**src/hw/rtl/jsv_pkg.sv**
```systemverilog
// shared types and constants for the json syntax validator
// no dependencies; used by jsv_step and json_syntax_validator
package jsv_pkg;

  localparam int MAX_DEPTH   = 32;
  localparam int DEPTH_W     = $clog2(MAX_DEPTH);
  localparam int LEVEL_W     = $clog2(MAX_DEPTH + 1);
  localparam int OFFSET_BITS = 24;

  localparam logic [LEVEL_W-1:0]     LEVEL_MAX  = LEVEL_W'(MAX_DEPTH);
  localparam logic [OFFSET_BITS-1:0] OFFSET_MAX = '1;

  // parser phases
  localparam logic [4:0] P_VALUE          = 5'd0;
  localparam logic [4:0] P_VALUE_OR_CLOSE = 5'd1;
  localparam logic [4:0] P_KEY_OR_CLOSE   = 5'd2;
  localparam logic [4:0] P_KEY            = 5'd3;
  localparam logic [4:0] P_COLON          = 5'd4;
  localparam logic [4:0] P_AFTER          = 5'd5;
  localparam logic [4:0] P_STR            = 5'd6;
  localparam logic [4:0] P_STR_ESC        = 5'd7;
  localparam logic [4:0] P_STR_HEX        = 5'd8;
  localparam logic [4:0] P_KSTR           = 5'd9;
  localparam logic [4:0] P_KSTR_ESC       = 5'd10;
  localparam logic [4:0] P_KSTR_HEX       = 5'd11;
  localparam logic [4:0] P_NUM_MINUS      = 5'd12;
  localparam logic [4:0] P_NUM_ZERO       = 5'd13;
  localparam logic [4:0] P_NUM_INT        = 5'd14;
  localparam logic [4:0] P_NUM_DOT        = 5'd15;
  localparam logic [4:0] P_NUM_FRAC       = 5'd16;
  localparam logic [4:0] P_NUM_E          = 5'd17;
  localparam logic [4:0] P_NUM_ESIGN      = 5'd18;
  localparam logic [4:0] P_NUM_EXP        = 5'd19;
  localparam logic [4:0] P_LIT_TRUE       = 5'd20;
  localparam logic [4:0] P_LIT_FALSE      = 5'd21;
  localparam logic [4:0] P_LIT_NULL       = 5'd22;

  // error codes
  localparam logic [3:0] ERR_NONE       = 4'd0;
  localparam logic [3:0] ERR_EARLY_END  = 4'd1;
  localparam logic [3:0] ERR_UNEXPECTED = 4'd2;
  localparam logic [3:0] ERR_CONTROL    = 4'd3;
  localparam logic [3:0] ERR_ESCAPE     = 4'd4;
  localparam logic [3:0] ERR_HEX        = 4'd5;
  localparam logic [3:0] ERR_NON_ASCII  = 4'd6;
  localparam logic [3:0] ERR_NUMBER     = 4'd7;
  localparam logic [3:0] ERR_TRAILING   = 4'd8;
  localparam logic [3:0] ERR_TOO_DEEP   = 4'd9;

  typedef struct packed {
    logic [4:0]             phase;
    logic [LEVEL_W-1:0]     level;
    logic [1:0]             hex_count;
    logic [15:0]            hex_value;
    logic [2:0]             lit_index;
    logic [3:0]             err;
    logic [OFFSET_BITS-1:0] offset;
    logic [OFFSET_BITS-1:0] err_offset;
  } state_t;

  localparam state_t ST_RESET = '{
    phase:      P_VALUE,
    level:      '0,
    hex_count:  '0,
    hex_value:  '0,
    lit_index:  '0,
    err:        ERR_NONE,
    offset:     '0,
    err_offset: '0
  };

  typedef struct packed {
    logic       valid;
    logic [3:0] code;
    logic [23:0] offset;
  } result_t;

  typedef struct packed {
    logic en;
    logic kind;
  } push_t;

endpackage

```
**src/hw/rtl/json_syntax_validator.sv**
```systemverilog
// top level of the json syntax validator: byte input register, parser state,
// nesting stack and result register; depends on jsv_pkg and jsv_step
//
// usage:
//   the input channel (in_valid, in_ready, text_byte, last_byte) carries one
//   document byte per transfer; last_byte marks the final byte of a document.
//   the output channel (out_valid, out_ready, document_valid, error_code,
//   error_offset) carries one status per document, nothing for other bytes.
//   a byte transferred into the input register is parsed there by the
//   combinational step logic and, if it is the last byte, its status is
//   registered in the result register. one byte per cycle is sustained
//   while no last byte waits for the result register; the state update and
//   one push or pop of the 32-entry nesting stack happen in the cycle a byte is parsed.
//   the next document may start right after a last byte.
//   if the receiver stalls, the pending status holds and the input keeps
//   taking bytes until the next last byte needs the result register.
//   reset clears the parser state, the pipeline valids and the result valid;
//   the stack contents are not cleared, only entries pushed are ever read.
module json_syntax_validator (
  input  logic        clk,
  input  logic        rst,
  input  logic        in_valid,
  output logic        in_ready,
  input  logic [7:0]  text_byte,
  input  logic        last_byte,
  output logic        out_valid,
  input  logic        out_ready,
  output logic        document_valid,
  output logic [3:0]  error_code,
  output logic [23:0] error_offset
);

  logic                          s1_valid;
  logic [7:0]                    s1_byte;
  logic                          s1_last;
  logic                          s1_go;
  logic                          out_free;

  jsv_pkg::state_t               st;
  jsv_pkg::state_t               st_next;
  jsv_pkg::push_t                push;
  jsv_pkg::result_t              res;

  logic [jsv_pkg::MAX_DEPTH-1:0] stack;
  logic [jsv_pkg::DEPTH_W-1:0]   top_idx;
  logic                          top_kind;

  assign out_free = !out_valid || out_ready;
  assign s1_go    = s1_valid && (!s1_last || out_free);
  assign in_ready = !s1_valid || s1_go;

  assign top_idx  = st.level[jsv_pkg::DEPTH_W-1:0] - 1'b1;
  assign top_kind = stack[top_idx];

  jsv_step u_step (
    .st        (st),
    .top_kind  (top_kind),
    .text_byte (s1_byte),
    .last_byte (s1_last),
    .nx        (st_next),
    .push      (push),
    .res       (res)
  );

  always_ff @(posedge clk) begin
    if (rst) begin
      s1_valid <= 1'b0;
    end else if (in_ready) begin
      s1_valid <= in_valid;
    end
  end

  always_ff @(posedge clk) begin
    if (in_valid && in_ready) begin
      s1_byte <= text_byte;
      s1_last <= last_byte;
    end
  end

  always_ff @(posedge clk) begin
    if (rst) begin
      st <= jsv_pkg::ST_RESET;
    end else if (s1_go) begin
      st <= st_next;
    end
  end

  // push writes at the current level, which is below the depth limit
  always_ff @(posedge clk) begin
    if (s1_go && push.en) begin
      stack[st.level[jsv_pkg::DEPTH_W-1:0]] <= push.kind;
    end
  end

  always_ff @(posedge clk) begin
    if (rst) begin
      out_valid <= 1'b0;
    end else if (s1_go && s1_last) begin
      out_valid <= 1'b1;
    end else if (out_ready) begin
      out_valid <= 1'b0;
    end
  end

  always_ff @(posedge clk) begin
    if (s1_go && s1_last) begin
      document_valid <= res.valid;
      error_code     <= res.code;
      error_offset   <= res.offset;
    end
  end

  a_level_bound: assert property (@(posedge clk) disable iff (rst)
    st.level <= jsv_pkg::LEVEL_MAX)
    else $error("nesting level beyond stack depth");

  a_restart: assert property (@(posedge clk) disable iff (rst)
    (s1_go && s1_last) |=> (st.phase == jsv_pkg::P_VALUE && st.level == '0 &&
                            st.err == jsv_pkg::ERR_NONE))
    else $error("parser not restarted after last byte");

  a_sticky_err: assert property (@(posedge clk) disable iff (rst)
    (st.err != jsv_pkg::ERR_NONE && !(s1_go && s1_last)) |=>
      (st.err == $past(st.err) && st.err_offset == $past(st.err_offset)))
    else $error("first error overwritten");

  a_status_code: assert property (@(posedge clk) disable iff (rst)
    out_valid |-> (document_valid == (error_code == jsv_pkg::ERR_NONE)))
    else $error("status flag disagrees with error code");

endmodule

```
**src/hw/rtl/jsv_step.sv**
```systemverilog
// next-state logic of the validator for one document byte
// depends on jsv_pkg (state_t, result_t, push_t, phases, error codes)
module jsv_step (
  input  jsv_pkg::state_t  st,
  input  logic             top_kind,
  input  logic [7:0]       text_byte,
  input  logic             last_byte,
  output jsv_pkg::state_t  nx,
  output jsv_pkg::push_t   push,
  output jsv_pkg::result_t res
);

  function automatic logic is_ws(input logic [7:0] b);
    return (b == 8'h20) || (b == 8'h09) || (b == 8'h0a) || (b == 8'h0d);
  endfunction

  function automatic logic is_digit(input logic [7:0] b);
    return (b >= 8'h30) && (b <= 8'h39);
  endfunction

  // {ok, value}
  function automatic logic [4:0] hex_digit(input logic [7:0] b);
    logic [7:0] d;
    d = 8'h00;
    if (b >= 8'h30 && b <= 8'h39) begin
      d = b - 8'h30;
      return {1'b1, d[3:0]};
    end else if (b >= 8'h61 && b <= 8'h66) begin
      d = b - 8'h57;
      return {1'b1, d[3:0]};
    end else if (b >= 8'h41 && b <= 8'h46) begin
      d = b - 8'h37;
      return {1'b1, d[3:0]};
    end
    return 5'd0;
  endfunction

  function automatic logic [7:0] lit_char(input logic [1:0] kind, input logic [2:0] idx);
    logic [7:0] c;
    c = 8'h00;
    unique case ({kind, idx})
      {2'd0, 3'd1}: c = 8'h72; // r
      {2'd0, 3'd2}: c = 8'h75; // u
      {2'd0, 3'd3}: c = 8'h65; // e
      {2'd1, 3'd1}: c = 8'h61; // a
      {2'd1, 3'd2}: c = 8'h6c; // l
      {2'd1, 3'd3}: c = 8'h73; // s
      {2'd1, 3'd4}: c = 8'h65; // e
      {2'd2, 3'd1}: c = 8'h75; // u
      {2'd2, 3'd2}: c = 8'h6c; // l
      {2'd2, 3'd3}: c = 8'h6c; // l
      default:      c = 8'h00;
    endcase
    return c;
  endfunction

  logic                          ws;
  logic                          dig;
  logic                          do_start;
  logic                          do_after;
  logic                          key_str;
  logic [4:0]                    str_base;
  logic [4:0]                    str_done;
  logic [4:0]                    hx;
  logic [15:0]                   hex_shift;
  logic [1:0]                    lit_kind;
  logic [2:0]                    lit_len;
  logic                          done;
  jsv_pkg::state_t               w;

  assign ws  = is_ws(text_byte);
  assign dig = is_digit(text_byte);
  assign hx  = hex_digit(text_byte);
  assign hex_shift = {st.hex_value[11:0], hx[3:0]};

  always_comb begin
    w         = st;
    push      = '0;
    do_start  = 1'b0;
    do_after  = 1'b0;
    key_str   = (st.phase == jsv_pkg::P_KSTR) || (st.phase == jsv_pkg::P_KSTR_ESC) ||
                (st.phase == jsv_pkg::P_KSTR_HEX);
    str_base  = key_str ? jsv_pkg::P_KSTR : jsv_pkg::P_STR;
    str_done  = key_str ? jsv_pkg::P_COLON : jsv_pkg::P_AFTER;
    lit_kind  = 2'(st.phase - jsv_pkg::P_LIT_TRUE);
    lit_len   = (lit_kind == 2'd1) ? 3'd5 : 3'd4;

    // bytes after the first error are only counted
    if (st.err == jsv_pkg::ERR_NONE) begin
      unique case (st.phase) inside
        jsv_pkg::P_VALUE: begin
          if (!ws) do_start = 1'b1;
        end
        jsv_pkg::P_VALUE_OR_CLOSE: begin
          if (!ws) begin
            if (text_byte == 8'h5d) begin
              w.level = st.level - 1'b1;
              w.phase = jsv_pkg::P_AFTER;
            end else begin
              do_start = 1'b1;
            end
          end
        end
        jsv_pkg::P_KEY_OR_CLOSE, jsv_pkg::P_KEY: begin
          if (!ws) begin
            if (text_byte == 8'h22) begin
              w.phase = jsv_pkg::P_KSTR;
            end else if (text_byte == 8'h7d && st.phase == jsv_pkg::P_KEY_OR_CLOSE) begin
              w.level = st.level - 1'b1;
              w.phase = jsv_pkg::P_AFTER;
            end else begin
              w.err = jsv_pkg::ERR_UNEXPECTED;
            end
          end
        end
        jsv_pkg::P_COLON: begin
          if (!ws) begin
            if (text_byte == 8'h3a) w.phase = jsv_pkg::P_VALUE;
            else                    w.err   = jsv_pkg::ERR_UNEXPECTED;
          end
        end
        jsv_pkg::P_AFTER: begin
          do_after = 1'b1;
        end
        jsv_pkg::P_STR, jsv_pkg::P_KSTR: begin
          if (text_byte == 8'h22)      w.phase = str_done;
          else if (text_byte == 8'h5c) w.phase = str_base + 5'd1;
          else if (text_byte < 8'h20)  w.err   = jsv_pkg::ERR_CONTROL;
        end
        jsv_pkg::P_STR_ESC, jsv_pkg::P_KSTR_ESC: begin
          if (text_byte == 8'h22 || text_byte == 8'h5c || text_byte == 8'h2f ||
              text_byte == 8'h62 || text_byte == 8'h66 || text_byte == 8'h6e ||
              text_byte == 8'h72 || text_byte == 8'h74) begin
            w.phase = str_base;
          end else if (text_byte == 8'h75) begin
            w.phase     = str_base + 5'd2;
            w.hex_count = '0;
            w.hex_value = '0;
          end else begin
            w.err = jsv_pkg::ERR_ESCAPE;
          end
        end
        jsv_pkg::P_STR_HEX, jsv_pkg::P_KSTR_HEX: begin
          if (!hx[4]) begin
            w.err = jsv_pkg::ERR_HEX;
          end else begin
            w.hex_value = hex_shift;
            if (st.hex_count == 2'd3) begin
              w.hex_count = '0;
              if (hex_shift > 16'h007f) w.err   = jsv_pkg::ERR_NON_ASCII;
              else                      w.phase = str_base;
            end else begin
              w.hex_count = st.hex_count + 2'd1;
            end
          end
        end
        jsv_pkg::P_NUM_MINUS: begin
          if (text_byte == 8'h30) w.phase = jsv_pkg::P_NUM_ZERO;
          else if (dig)           w.phase = jsv_pkg::P_NUM_INT;
          else                    w.err   = jsv_pkg::ERR_NUMBER;
        end
        jsv_pkg::P_NUM_DOT, jsv_pkg::P_NUM_ESIGN: begin
          if (dig) begin
            w.phase = (st.phase == jsv_pkg::P_NUM_DOT) ? jsv_pkg::P_NUM_FRAC
                                                       : jsv_pkg::P_NUM_EXP;
          end else begin
            w.err = jsv_pkg::ERR_NUMBER;
          end
        end
        jsv_pkg::P_NUM_E: begin
          if (text_byte == 8'h2b || text_byte == 8'h2d) w.phase = jsv_pkg::P_NUM_ESIGN;
          else if (dig)                                 w.phase = jsv_pkg::P_NUM_EXP;
          else                                          w.err   = jsv_pkg::ERR_NUMBER;
        end
        jsv_pkg::P_NUM_ZERO, jsv_pkg::P_NUM_INT, jsv_pkg::P_NUM_FRAC, jsv_pkg::P_NUM_EXP: begin
          if (dig && st.phase != jsv_pkg::P_NUM_ZERO) begin
            w.phase = st.phase;
          end else if (text_byte == 8'h2e && st.phase != jsv_pkg::P_NUM_FRAC &&
                       st.phase != jsv_pkg::P_NUM_EXP) begin
            w.phase = jsv_pkg::P_NUM_DOT;
          end else if ((text_byte == 8'h65 || text_byte == 8'h45) &&
                       st.phase != jsv_pkg::P_NUM_EXP) begin
            w.phase = jsv_pkg::P_NUM_E;
          end else begin
            // the byte that ends a number is handled as what follows a value
            w.phase  = jsv_pkg::P_AFTER;
            do_after = 1'b1;
          end
        end
        jsv_pkg::P_LIT_TRUE, jsv_pkg::P_LIT_FALSE, jsv_pkg::P_LIT_NULL: begin
          if (st.lit_index >= lit_len || text_byte != lit_char(lit_kind, st.lit_index)) begin
            w.err = jsv_pkg::ERR_UNEXPECTED;
          end else if (st.lit_index + 3'd1 == lit_len) begin
            w.lit_index = '0;
            w.phase     = jsv_pkg::P_AFTER;
          end else begin
            w.lit_index = st.lit_index + 3'd1;
          end
        end
        default: begin
          w.err = jsv_pkg::ERR_UNEXPECTED;
        end
      endcase

      if (do_start) begin
        if (text_byte == 8'h22) begin
          w.phase = jsv_pkg::P_STR;
        end else if (text_byte == 8'h7b || text_byte == 8'h5b) begin
          if (st.level >= jsv_pkg::LEVEL_MAX) begin
            w.err = jsv_pkg::ERR_TOO_DEEP;
          end else begin
            push.en   = 1'b1;
            push.kind = (text_byte == 8'h7b);
            w.level   = st.level + 1'b1;
            w.phase   = (text_byte == 8'h7b) ? jsv_pkg::P_KEY_OR_CLOSE
                                             : jsv_pkg::P_VALUE_OR_CLOSE;
          end
        end else if (text_byte == 8'h2d) begin
          w.phase = jsv_pkg::P_NUM_MINUS;
        end else if (text_byte == 8'h30) begin
          w.phase = jsv_pkg::P_NUM_ZERO;
        end else if (dig) begin
          w.phase = jsv_pkg::P_NUM_INT;
        end else if (text_byte == 8'h74) begin
          w.phase     = jsv_pkg::P_LIT_TRUE;
          w.lit_index = 3'd1;
        end else if (text_byte == 8'h66) begin
          w.phase     = jsv_pkg::P_LIT_FALSE;
          w.lit_index = 3'd1;
        end else if (text_byte == 8'h6e) begin
          w.phase     = jsv_pkg::P_LIT_NULL;
          w.lit_index = 3'd1;
        end else begin
          w.err = jsv_pkg::ERR_UNEXPECTED;
        end
      end

      if (do_after && !ws) begin
        if (st.level == '0) begin
          w.err = jsv_pkg::ERR_TRAILING;
        end else if (text_byte == 8'h2c) begin
          w.phase = top_kind ? jsv_pkg::P_KEY : jsv_pkg::P_VALUE;
        end else if ((text_byte == 8'h7d && top_kind) || (text_byte == 8'h5d && !top_kind)) begin
          w.level = st.level - 1'b1;
        end else begin
          w.err = jsv_pkg::ERR_UNEXPECTED;
        end
      end

      if (w.err != jsv_pkg::ERR_NONE) w.err_offset = st.offset;
    end

    if (st.offset != jsv_pkg::OFFSET_MAX) w.offset = st.offset + 1'b1;

    done = (w.level == '0) &&
           ((w.phase == jsv_pkg::P_AFTER) || (w.phase == jsv_pkg::P_NUM_ZERO) ||
            (w.phase == jsv_pkg::P_NUM_INT) || (w.phase == jsv_pkg::P_NUM_FRAC) ||
            (w.phase == jsv_pkg::P_NUM_EXP));
    if (last_byte && w.err == jsv_pkg::ERR_NONE && !done) begin
      w.err        = jsv_pkg::ERR_EARLY_END;
      w.err_offset = w.offset;
    end

    res.valid  = (w.err == jsv_pkg::ERR_NONE);
    res.code   = w.err;
    res.offset = (w.err == jsv_pkg::ERR_NONE) ? 24'd0 : 24'(w.err_offset);

    // a finished document leaves the parser ready for the next one
    nx = last_byte ? jsv_pkg::ST_RESET : w;
  end

endmodule
```
**config.mk**
```make
export PLATFORM = sky130hd
export DESIGN_NAME = json_syntax_validator
export DESIGN_NICKNAME = d
export VERILOG_FILES = /design/src/hw/rtl/jsv_pkg.sv /design/src/hw/rtl/json_syntax_validator.sv /design/src/hw/rtl/jsv_step.sv
export SDC_FILE = /design/constraint.sdc
export NUM_CORES = 1
export LEC_CHECK = 0
export BUFFER_PORTS_ARGS = -buffer_cell sky130_fd_sc_hd__buf_2
export CORE_MARGIN = 3
export CORE_UTILIZATION = 35
export CTS_CLUSTER_DIAMETER = 40
export DETAILED_ROUTE_END_ITERATION = 7
export PLACE_DENSITY = 0.63
export SLEW_MARGIN = 20
export SYNTH_ARGS = -nofsm -noshare
export SYNTH_HDL_FRONTEND = slang
export SYNTH_SLANG_ARGS = --single-unit
```
**constraint.sdc**
```tcl
create_clock -name clk -period 4.25 [get_ports clk]
set_input_delay 0.85 -clock clk [delete_from_list [all_inputs] [get_ports clk]]
set_output_delay 0.85 -clock clk [all_outputs]
set_load 0.03 [all_outputs]
```
* Yosys cells after proc, flatten, opt, wreduce, memory -nomap -nowiden
Memories as Yosys holds them, arrays and structs flattened.
Cells that the tools add are included.
** Storage, ports and cells
- Memory bits (read-only) :: 224
- Logic and storage cells :: 311
- Register bits :: 152
- Latch bits :: 0
- Output and inout bits :: 31
- RAM bits :: 0
- Memories kept :: 1
** Memories
- (name not given) :: depth 32, bits a word 7, rd ports 1, clocked after memory_dff 0, wr ports 0, RTL line jsv_step.sv:41 : unique case ({kind, idx})
** Cells by class
- Order comparisons :: 13
- Muxes and demuxes :: 137
- $mul :: 0
- Shift-type cells :: 0
- Reduce and logical (&&, ||, !) cells :: 69
- Bitwise gates (word level) :: 0
- $add $sub $neg :: 12
- Eq/ne operators :: 63
- Div/mod/pow operators :: 0
** Operators with widths (number)
- two-way mux 5 bit :: 33
- two-way mux 11 bit :: 12
- two-way mux 4 bit :: 29
- equality test 8 x 7 -> 1 bit (second input constant) :: 13
- two-way mux 24 bit :: 4
- two-way mux 84 bit :: 1
- equality test 8 x 6 -> 1 bit (second input constant) :: 9
- case mux 5 bit (11 select lines) :: 1
- two-way mux 18 bit :: 3
- equality test 5 x 4 -> 1 bit (second input constant) :: 10
- equality test 5 bit (second input constant) :: 9
- case mux 4 bit (10 select lines) :: 1
- two-way mux 36 bit :: 1
- case mux 18 bit (2 select lines) :: 1
- two-way mux 7 bit :: 5
- bitwise mux 32 bit :: 1
- two-way mux 6 bit :: 5
- equality test 5 x 3 -> 1 bit (second input constant) :: 5
- adder 24 x 1 -> 24 bit (second input constant) :: 1
- equality test 8 x 4 -> 1 bit (second input constant) :: 3
- logical OR 1 bit :: 24
- != test 24 bit (second input constant) :: 1
- two-way mux 3 bit :: 7
- logical AND 1 bit :: 19
- other kinds (50) :: 96

* Logic depth before layout (Yosys ltp)
Gate-level depths: netlist of the first run.
- Depth in word-level cells :: 36
- Mapped depth :: 20

* Hierarchy
From an unflattened synthesis of the first run, not the netlist that was laid out.
** Second synthesis, totals
- Cell total of the unflattened synthesis :: 1353
- Area, all modules :: 10844.2 sq um
** Modules (own cells, without submodules)
- json_syntax_validator :: instances 1, area each 5624.1 sq um, cells an instance 522
- jsv_step :: instances 1, area each 5220.0 sq um, cells an instance 831

* Worst setup path before layout of the first run
OpenSTA, ideal clock, no wires.
- Path type :: reg2reg
- Start :: register, netlist name st[73]
- End :: register error_offset[0] (data pin)
- Cell stages (with the launch flop) :: 18
- Setup time :: 0.270 ns
- Setup slack :: -0.162 ns
- Data required time :: 3.980 ns
- Buffers on the path :: 3
- Arrival :: 4.142 ns
- Path through :: dfxtp_1 buf_6 inv_1 ha_1 buf_2 buf_4 mux4_2 mux2i_1 mux2i_1 mux2_4 or4_4 o221a_4 or4b_4 nand4_4 a21oi_4 a21o_1 a222oi_1 nor2_1
** On the way
- Word-level cells in the longest chain between the ends :: 22
- Elaborated cells between the ends (all ways) :: 64
** Ends and longest elaborated chain
- subtractor 6 x 1 -> 6 bit :: RTL line jsv_step.sv:97, jsv_step.sv:109, jsv_step.sv:244
- two-way mux 11 bit :: RTL line jsv_step.sv:108 : end else if (text_byte == 8'h7d && st.phase == jsv_pkg::P_KEY_OR_CLOSE) begin
- two-way mux 6 bit :: RTL line jsv_step.sv:106 : if (text_byte == 8'h22) begin
- two-way mux 11 bit :: RTL line jsv_step.sv:105 : if (!ws) begin
- two-way mux 11 bit :: RTL line jsv_step.sv:90 : unique case (st.phase) inside
- two-way mux 11 bit :: RTL line jsv_step.sv:89 : if (st.err == jsv_pkg::ERR_NONE) begin
- case mux 6 bit (2 select lines) :: RTL line jsv_step.sv:90
- two-way mux 11 bit :: RTL line jsv_step.sv:209 : if (st.level >= jsv_pkg::LEVEL_MAX) begin
- [... 6 more ...]
- two-way mux 11 bit :: RTL line jsv_step.sv:238 : if (do_after && !ws) begin
- two-way mux 36 bit :: RTL line jsv_step.sv:89
- logical NOT 6 bit :: RTL line jsv_step.sv:255 : done = (w.level == '0) &&
- logical AND 1 bit :: RTL line jsv_step.sv:255
- logical NOT 1 bit :: RTL line jsv_step.sv:259 : if (last_byte && w.err == jsv_pkg::ERR_NONE && !done) begin
- logical AND 1 bit :: RTL line jsv_step.sv:259
- two-way mux 4 bit :: RTL line jsv_step.sv:259
- logical NOT 4 bit :: RTL line jsv_step.sv:266 : res.offset = (w.err == jsv_pkg::ERR_NONE) ? 24'd0 : 24'(w.err_offset);
- end signal: assignment :: RTL line json_syntax_validator.sv:109 : error_offset <= res.offset;
- end: declaration :: RTL line json_syntax_validator.sv:30 : output logic [23:0] error_offset
Parallel ways exist; a longest one is shown, timed or not. The select of a mux whose other input is x is not followed.
A chain may end at the register's enable or synchronous reset.

==> results.cfg, run 1 <==
[outcome]
status = finished, final reports clean

[floorplanning]
rows = 61
io_pins = 44
core_area_um2 = 28200
die_y_um = 176
start_util_pct = 36.0
chipWidth_um = 176
dieArea_um2 = 31100

[synth]
async_flop_share_pct = 0
ys.warnings.count = 0
syn-cell-area_um2 = 10100
synthesis.nets = 1233
ys_seq_area_share_pct = 36.9
synthDistinctLibCells = 100
synth_edf_count = 70
postSynthCellCount = 1201
synth_ff_type = dfxtp_1
syn_avg_cell_area_um2 = 8.45
synth-seq-cells = 152

[final_layout]
final_layout_size_suffix_gt1_share_pct = 27.8
fin_area_um2 = 13000
nets = 1399
final_cell_mix = 178 x buf_4, 164 x nor2_1, 99 x nand2_1
final_common_cell = buf_4
diodes = 0
area_growth_pct = 28.4
fillers = 2715
fin_util_pct = 46.2

[timing]
setup_viol = 0
slew_headroom_pct = 38.3
finClkSkew_ns = 0.0145
rsz0062_at_grt = yes
slew_viol_final = 0
finalHoldViolCount = 0
period_needed_ns = 4.22
fmax_mhz = 237
hold_ws_ns = 0.455
tns_ns = 0
timing.final.crit_share_pct = 99.2
tightest_slew_ns = 0.926

[critical_path]
r2r_slack_ns = 0.03
slowest_stage = or4b_4
crit_path_frequent_cell = buf_4
crit_buf_inv = 6
crit_arrival_ns = 4.40
end_kind = flop
slowest_delay_ns = 0.56
cp-start-kind = flop
critPathKind = reg2reg
critPathRequiredTime_ns = 4.43
worstPathMaxFanout = 8
crit_chain = inv_2 > buf_4 > ha_1 > o21ba_2 > o21a_4 > buf_12 > or3_4 > nor3_4 > buf_4 > nor3b_1 > o21ai_1 > nand2_1 > or4b_4 > nand4_4 > a21oi_4 > buf_12 > nor2_1 > buf_4 > nor2_1
crit_family = simple AND/OR/NAND/NOR gates

[cts]
cts-root-buf = clkbuf_16
clock_path_buffers = 2
clock_latency_ns = 0.43
clk_pin_slew_worst_paths_ns = 0.08
numCtsBuffers = 17
htree_levels = 4
clock_sinks = 152
cts_tree = yes
holdBufCountCts = 0

[detailed_routing]
drc = 0
drt_pass1_iterations = 6
drtAntennaViolNets = 0
routed_wl_um = 33800
wl_per_cell_um = 19.2
drtIter0Drc = 934
drt-vias-per-instance = 5.83
vias = 10241

[global_routing]
grt_first_pass_wirelength_um = 53500
grt_max_degree = 38
antenna_found_initial = 0
grt_use_total_pct = 21.4
overflow = 0
grt_pass1_vias = 9676

[power_and_ir_drop]
p_int_mw = 2.60
clkPwrFrac_pct = 42.6
swShare_pct = 30.6
p_switching_mw = 1.15
p_leak_nw = 4.79
comb_power_share_pct = 15.8
vdd_drop_max_v = 0.000226
seq_power_share_pct = 41.7
powerDensity_nw_per_um2 = 288

[min_path]
hold_path.class = reg2reg

[place]
place_congestion = 0.962
dpl.hpwl_um = 24400
numPortBuffers = 43
dpl-instance-area_um2 = 11800

[flow_run]
maxCapViolations = 0
==> cell usage after synthesis (11+ instances only) <==
library cell    n  area, um2
nor3_1         40        200
edfxtp_1       70       2100
dfxtp_1        82       1640
nor2_1        165        619
inv_1          34        128
and2_1         14       87.6
a31oi_1        19        119
mux2i_1        18        180
ha_1           19        238
nand4_1        15       93.8
a22oi_1        25        188
buf_2          22        110
nand2_1       100        375
or3_1          17        106
nor4_1         11       68.8
clkbuf_1       50        188
and3_1         18        113
o21ai_0        59        295
a22o_1         15        131
a21oi_1        80        400
nand3_1        51        255
nand2b_1       14       87.6
==> logic make-up after synthesis <==
family,Yosys count,share of synthesized area [%]
AO/OA/AOI/OAI,331,22.5
XOR/XNOR,16,1.46
adder cells (fa/ha/maj),19,2.34
buffers and inverters,122,5.43
flip-flops,152,36.9
multiplexers,34,4.28
AND/OR/NAND/NOR,527,27.1
==> worst paths after layout <==
kind,startpoint,to,cells after the start
setup / recovery,s1_byte[1],error_offset[0],19
hold / removal,st[0],st[0],2
setup reg to reg,s1_byte[1],error_offset[0],19
hold reg to reg,st[0],st[0],2
==> routing by layer <==
layer / part of all wire, % / vias up / track usage [%]
li1: - / 4816 / -
met1: 44 / 4918 / 29.5
met2: 46 / 428 / 33.7
met3: 6.9 / 79 / 3.55
met4: 3.4 / 0 / 7.95
met5: 0 / - / 0
==> sequential cells by signal (all words and copies together), names as in the netlist <==
| name | count |
|---|---|
| document_valid | 1 |
| error_code | 4 |
| error_offset | 24 |
| out_valid | 1 |
| s1_byte | 8 |
| s1_last | 1 |
| s1_valid | 1 |
| st | 80 |
| stack | 32 |
==> worst min-delay path: cells and delay by family, from the launching register on <==
| kind | cells | cell delay (ns) |
|---|---|---|
| AO/OA/AOI/OAI | 1 | 0.05 |
| AND/OR/NAND/NOR | 1 | 0.05 |
| flip-flops | 1 | 0.31 |
==> stage by stage <==
step	setup slack, ns	instances	power [mW]
floorplan	-0.0410	1201	1.90
global placement	-0.104	1702	2.11
detailed placement	-0.163	1702	2.11
CTS	-0.00444	1745	3.71
global route	-0.167	1758	3.87
finish	0.0341	1758	3.75
==> timing repair <==
action | CTS | global route
gates resized for setup | 12 | 78
buffers inserted | 11 | 14
setup endpoints to repair | 14 | 50
pin swaps | 7 | 26
==> area by class of cell <==
cell class	instances	area [um2]	share of cell area (%)
Timing Repair Buffer	234	1760	13.5
Clock buffer	17	425	3.27
Tap cell	378	473	3.63
Multi-Input combinational cell	927	6290	48.3
Clock inverter	15	191	1.47
Sequential cell	152	3750	28.8
Inverter	35	135	1.04
==> power by group through the flow <==
stage / clock network [mW] / registers [mW] / logic, mW
6_report: 1.59 / 1.56 / 0.591
5_1_grt: 1.67 / 1.56 / 0.633
4_1_cts: 1.62 / 1.56 / 0.532
3_5_place_dp: 0 / 1.59 / 0.516
3_3_place_gp: 0 / 1.59 / 0.513
2_1_floorplan: 0 / 1.60 / 0.294
Power figures use the tool's default switching activity.
==> run 2: changes to the inputs <==
--- a/config.mk
+++ b/config.mk
@@ -10,7 +10,7 @@
 export CORE_UTILIZATION = 35
 export CTS_CLUSTER_DIAMETER = 40
 export DETAILED_ROUTE_END_ITERATION = 7
-export PLACE_DENSITY = 0.63
+export PLACE_DENSITY = 0.61
 export SLEW_MARGIN = 20
 export SYNTH_ARGS = -nofsm -noshare
 export SYNTH_HDL_FRONTEND = slang
==> constraint.sdc (replaced) <==
create_clock -name clk -period 4.7 [get_ports clk]
set_input_delay 0.94 -clock clk [delete_from_list [all_inputs] [get_ports clk]]
set_output_delay 0.94 -clock clk [all_outputs]
set_load 0.03 [all_outputs]
==> results.cfg, run 2 (synthesized netlist as in run 1, its figures left out) <==
[global_routing]
antenna_found_initial = 0
overflow = 0
grt_max_degree = 52
grt_use_total_pct = 20.7
grt_first_pass_wirelength_um = 51300
grt_pass1_vias = 9264

[critical_path]
slowest_stage = or4b_2
cp-start-kind = flop
worstPathMaxFanout = 22
critPathRequiredTime_ns = 4.88
r2r_slack_ns = 0.11
cp-endpoint = error_offset[0]
crit_chain = buf_4 > or4b_2 > nor2_1 > and4_1 > o311a_1 > nand4_1 > a31oi_1 > nand2_1 > or4b_4 > nand4_4 > a21oi_4 > buf_12 > a21o_1 > a222oi_1 > nor2_1
crit_start = s1_byte[7]
r2r_end = error_offset[0]
crit_arrival_ns = 4.78
critPathKind = reg2reg
r2r_start = s1_byte[7]
slowest_delay_ns = 0.72
reg2regPathDepth = 15
end_kind = flop
crit_path_frequent_cell = nor2_1

[final_layout]
fillers = 2778
top_register = st
final_common_cell = nor2_1
diodes = 0
final_layout_size_suffix_gt1_share_pct = 18.6
nets = 1299
largest_reg_flops = 80
layout.cells.non_filler = 1658
fin_area_um2 = 11800
final_cell_mix = 165 x nor2_1, 100 x nand2_1, 90 x buf_4
area_growth_pct = 16.3

[floorplanning]
core_area_um2 = 28200
io_pins = 44
start_util_pct = 36.0
die_y_um = 176
dieArea_um2 = 31100
rows = 61
chipWidth_um = 176

[timing]
rsz0062_at_grt = yes
finClkSkew_ns = 0.0144
fmax_mhz = 218
slew_headroom_pct = 49.1
tns_ns = 0
post-route-worst-setup-slack_ns = 0.109
timing.final.crit_share_pct = 97.7
setup_viol = 0
tightest_slew_ns = 0.758
period_needed_ns = 4.59
slew_viol_final = 0
finalHoldViolCount = 0

[outcome]
status = finished, final reports clean

[detailed_routing]
drt_pass1_iterations = 8
vias = 9729
wl_per_cell_um = 19.3
drtIter0Drc = 1043
routed_wl_um = 32100
drt-vias-per-instance = 5.87
drc = 0
drtAntennaViolNets = 0

[place]
dpl.hpwl_um = 22900
post-place-ws_ns = 0.114
dpl-instance-area_um2 = 11100
numPortBuffers = 43
place_congestion = 0.999
placedCellCount = 1624

[power_and_ir_drop]
p_switching_mw = 1.01
p_int_mw = 2.29
comb_power_share_pct = 13.4
power.total_mw = 3.29
seq_power_share_pct = 42.9
clkPwrFrac_pct = 43.7
swShare_pct = 30.5
p_leak_nw = 4.16
powerDensity_nw_per_um2 = 279
vdd_drop_max_v = 0.000252

[cts]
clock_sinks = 152
clock_path_buffers = 2
cts_tree = yes
htree_levels = 4
clk_pin_slew_worst_paths_ns = 0.08
cts-root-buf = clkbuf_16
numCtsBuffers = 17
clock_latency_ns = 0.44

[min_path]
hold_path.class = reg2reg

[flow_run]
maxCapViolations = 0
run 2: cell types whose count changed in the layout (fill, tap and decap cells not counted), sizes merged:
cell / change
buf: -100
clkinv: +1
clkinvlp: -1
run 2: through the flow:
stage / hold WS, ns / util (%)
finish: 0.455 / 41.9
global route: 0.481 / 41.9
CTS: 0.458 / 41.6
detailed placement: 0.446 / 39.5
global placement: 0.441 / 39.5
floorplan: 0.425 / -
run 2: worst max-delay path, delay by kind of cell (launching register included):
| family | cells | cell delay (ns) |
|---|---|---|
| compound gates | 5 | 1.12 |
| buf+inv | 2 | 0.43 |
| flops | 1 | 0.52 |
| simple gates | 8 | 2.27 |
run 2: area by class of cell:
type / count / area, um2 / area share (%)
clock buffer: 17 / 425 / 3.60
clock inverter: 15 / 189 / 1.60
inverter: 35 / 131 / 1.11
multi-input combinational: 927 / 5920 / 50.2
sequential: 152 / 3750 / 31.8
tap: 378 / 473 / 4.01
timing repair buffer: 134 / 911 / 7.72
run 2: worst min-delay path by stage:
stage / from / to / slack (ns) / depth (start not counted)
finish: st[64] / st[64] / 0.46 / 2
detailed placement: st[64] / st[64] / 0.45 / 2
global route: st[72] / st[72] / 0.48 / 2
CTS: st[64] / st[64] / 0.46 / 2
floorplan: st[6] / st[6] / 0.43 / 2
global placement: st[18] / st[18] / 0.44 / 2
run 2: power by group through the flow:
| stage | Clock, mW | Combinational (mW) | Sequential (mW) |
|---|---|---|---|
| after floorplan | 0 | 0.266 | 1.45 |
| after global placement | 0 | 0.427 | 1.44 |
| after detailed placement | 0 | 0.430 | 1.44 |
| after CTS | 1.46 | 0.432 | 1.41 |
| after global routing | 1.52 | 0.479 | 1.41 |
| final | 1.44 | 0.442 | 1.41 |
run 2: routing by layer:
metal	vias to the layer above	global-route usage [%]	wire length, um
li1	4617	-	-
met1	4667	28.8	14600
met2	362	31.9	14500
met3	83	3.74	2000
met4	0	8.15	1030
met5	-	0	0
run 2: repair_timing:
| action | CTS | global route |
|---|---|---|
| endpoints found under the setup margin | 0 | 25 |
| gates resized for setup | 0 | 17 |
| setup buffers | 0 | 2 |
| hold buffers | 0 | 0 |
==> run 3: changes to the inputs <==
--- a/config.mk
+++ b/config.mk
@@ -5,6 +5,7 @@
 export SDC_FILE = /design/constraint.sdc
 export NUM_CORES = 1
 export LEC_CHECK = 0
+export ABC_AREA = 1
 export BUFFER_PORTS_ARGS = -buffer_cell sky130_fd_sc_hd__buf_2
 export CORE_MARGIN = 3
 export CORE_UTILIZATION = 35
==> results.cfg, run 3 <==
[outcome]
status = finished, final reports clean

[synth]
synth_edf_count = 70
synthesis.nets = 1500
syn_avg_cell_area_um2 = 7.09
async_flop_share_pct = 0
yosysMostFrequentCell = nand2_1
synth_top_area_share_pct = 20.2
synth_ff_type = dfxtp_1
synthDistinctLibCells = 60
synth-seq-cells = 152
synth_top_area_cell = edfxtp_1
synth.top_cells.by_area = edfxtp_1 20%, dfxtp_1 16%, nand2_1 12%, nor2_1 7.5%, a21oi_1 5.2%
synth_common_cells = 338 x nand2_1, 209 x nor2_1, 143 x inv_1, 108 x a21oi_1, 106 x nand3_1
postSynthCellCount = 1468
ys.warnings.count = 0
ys_seq_area_share_pct = 36.0
syn-cell-area_um2 = 10400

[critical_path]
crit_path_frequent_cell = nand2_1
critPathKind = reg2reg
worstPathMaxFanout = 24
crit_chain = inv_1 > ha_1 > inv_1 > nand2_1 > nand2_1 > nand2_1 > nand3_2 > o21ai_1 > o32ai_4 > nand2_1 > nor2_4 > inv_2 > nor2_1 > nor2_1 > o21a_1 > nand2_1 > nand4_2 > nor2_4 > buf_4 > nand3_1 > nand2_1 > nor2_1
crit_arrival_ns = 4.49
critPathRequiredTime_ns = 4.87
end_kind = flop
slowest_delay_ns = 0.53
slowest_stage = edfxtp_1
cp-start-kind = flop

[cts]
clock_path_buffers = 2
numCtsBuffers = 17
htree_levels = 4
clock_latency_ns = 0.42
clk_pin_slew_worst_paths_ns = 0.06
cts-root-buf = clkbuf_16
cts_tree = yes
clock_sinks = 152

[floorplanning]
chipWidth_um = 178
rows = 62
die_y_um = 178
start_util_pct = 35.9
io_pins = 44
core_area_um2 = 29000
dieArea_um2 = 31800

[final_layout]
nets = 1525
diodes = 0
top_register = st
area_growth_pct = 10.7
final_layout_size_suffix_gt1_share_pct = 15.7
final_cell_mix = 337 x nand2_1, 208 x nor2_1, 142 x inv_1
final_common_cell = nand2_1
layout.cells.non_filler = 1890
fin_util_pct = 39.7
largest_reg_flops = 80
fillers = 3091

[detailed_routing]
drtAntennaViolNets = 0
vias = 9958
wl_per_cell_um = 16.7
drtIter0Drc = 840
drt_pass1_iterations = 5
drt-vias-per-instance = 5.27
routed_wl_um = 31500
drc = 0

[timing]
tightest_slew_ns = 0.917
slew_viol_final = 0
fmax_mhz = 231
tns_ns = 0
finalHoldViolCount = 0
slew_headroom_pct = 38.7
timing.final.crit_share_pct = 91.9
finClkSkew_ns = 0.00895
post-route-worst-setup-slack_ns = 0.379
rsz0062_at_grt = no
setup_viol = 0
period_needed_ns = 4.32

[power_and_ir_drop]
p_int_mw = 2.27
vdd_drop_max_v = 0.000290
comb_power_share_pct = 17.3
clkPwrFrac_pct = 38.4
p_switching_mw = 0.988
swShare_pct = 30.4
powerDensity_nw_per_um2 = 283
p_leak_nw = 4.55
seq_power_share_pct = 44.2
power.total_mw = 3.25

[flow_run]
maxCapViolations = 0

[global_routing]
antenna_found_initial = 0
overflow = 0
grt_max_degree = 65
grt_first_pass_wirelength_um = 50300
grt_use_total_pct = 19.9
grt_pass1_vias = 9544

[place]
post-place-ws_ns = 0.344
placedCellCount = 1858
place_congestion = 0.966
numPortBuffers = 43
dpl.hpwl_um = 22800

[min_path]
hold_path.class = reg2reg
run 3: changes by cell type after synthesis, sizes merged, moves of 15 or more:
cell	previous run	this run
inv	35	169
a31oi	19	3
or3	18	0
nand2	100	369
nor2	165	235
a21oi	84	129
clkbuf	51	22
nand3	51	135
mux2i	19	0
a22oi	25	3
nor3	42	27
and3	18	0
run 3: final timing paths:
kind	startpoint	endpoint	slack, ns	cells past startpoint
setup reg to reg	s1_byte[0]	error_offset[8]	0.38	22
hold / removal	st[37]	st[37]	0.47	2
hold reg to reg	st[37]	st[37]	0.47	2
setup / recovery	s1_byte[0]	error_offset[8]	0.38	22
run 3: cells by family after synthesis:
kind of cell             after synthesis  share of synthesized area, %
AND/OR/NAND/NOR                      804                          36.6
AO/OA/AOI/OAI                        245                          14.2
flip-flops                           152                          36.0
adder cells (fa/ha/maj)               19                          2.28
XOR/XNOR                              21                          1.77
buffers and inverters                227                          9.21
run 3: what timing repair did:
item	in CTS	in global routing
hold buffers	0	0
gates resized for setup	0	5
buffers inserted	0	0
setup endpoints to repair	0	41
run 3: critical path, delay by kind of cell, from the launching register on:
kind	cells	cell delay (ns)
buf+inv	4	0.62
fa+ha+maj	1	0.26
compound gates	3	0.70
simple gates	14	1.91
flops	1	0.53
run 3: through the flow:
stage	hold WS, ns	cell area [um2]
4_1_cts	0.467	11500
6_report	0.465	11500
2_1_floorplan	0.445	10400
3_3_place_gp	0.453	11000
5_1_grt	0.490	11500
3_5_place_dp	0.457	11000
run 3: layout make-up:
class                      count  area (um2)  area share (%)
multi-input combinational   1089        5740            49.8
sequential                   152        3740            32.5
inverter                     172         651            5.65
tap                          384         480            4.17
clock buffer                  19         453            3.93
timing repair buffer          61         369            3.21
clock inverter                13        78.8           0.684
run 3: routing by layer:
layer	track usage [%]	routed length (um)	part of all wire (%)	vias to the layer above
met1	27.5	14700	47	4709
met2	30.4	13900	44	311
met3	5.75	2290	7.3	37
met5	0	0	0	-
met4	5.13	559	1.8	0
li1	-	-	-	4901
run 3: power groups by stage:
stage          registers [mW]  logic, mW  clock network, mW
6_report                 1.44      0.564               1.25
5_1_grt                  1.44      0.627               1.35
4_1_cts                  1.44      0.557               1.28
3_5_place_dp             1.47      0.556                  0
3_3_place_gp             1.47      0.550                  0
2_1_floorplan            1.47      0.418                  0
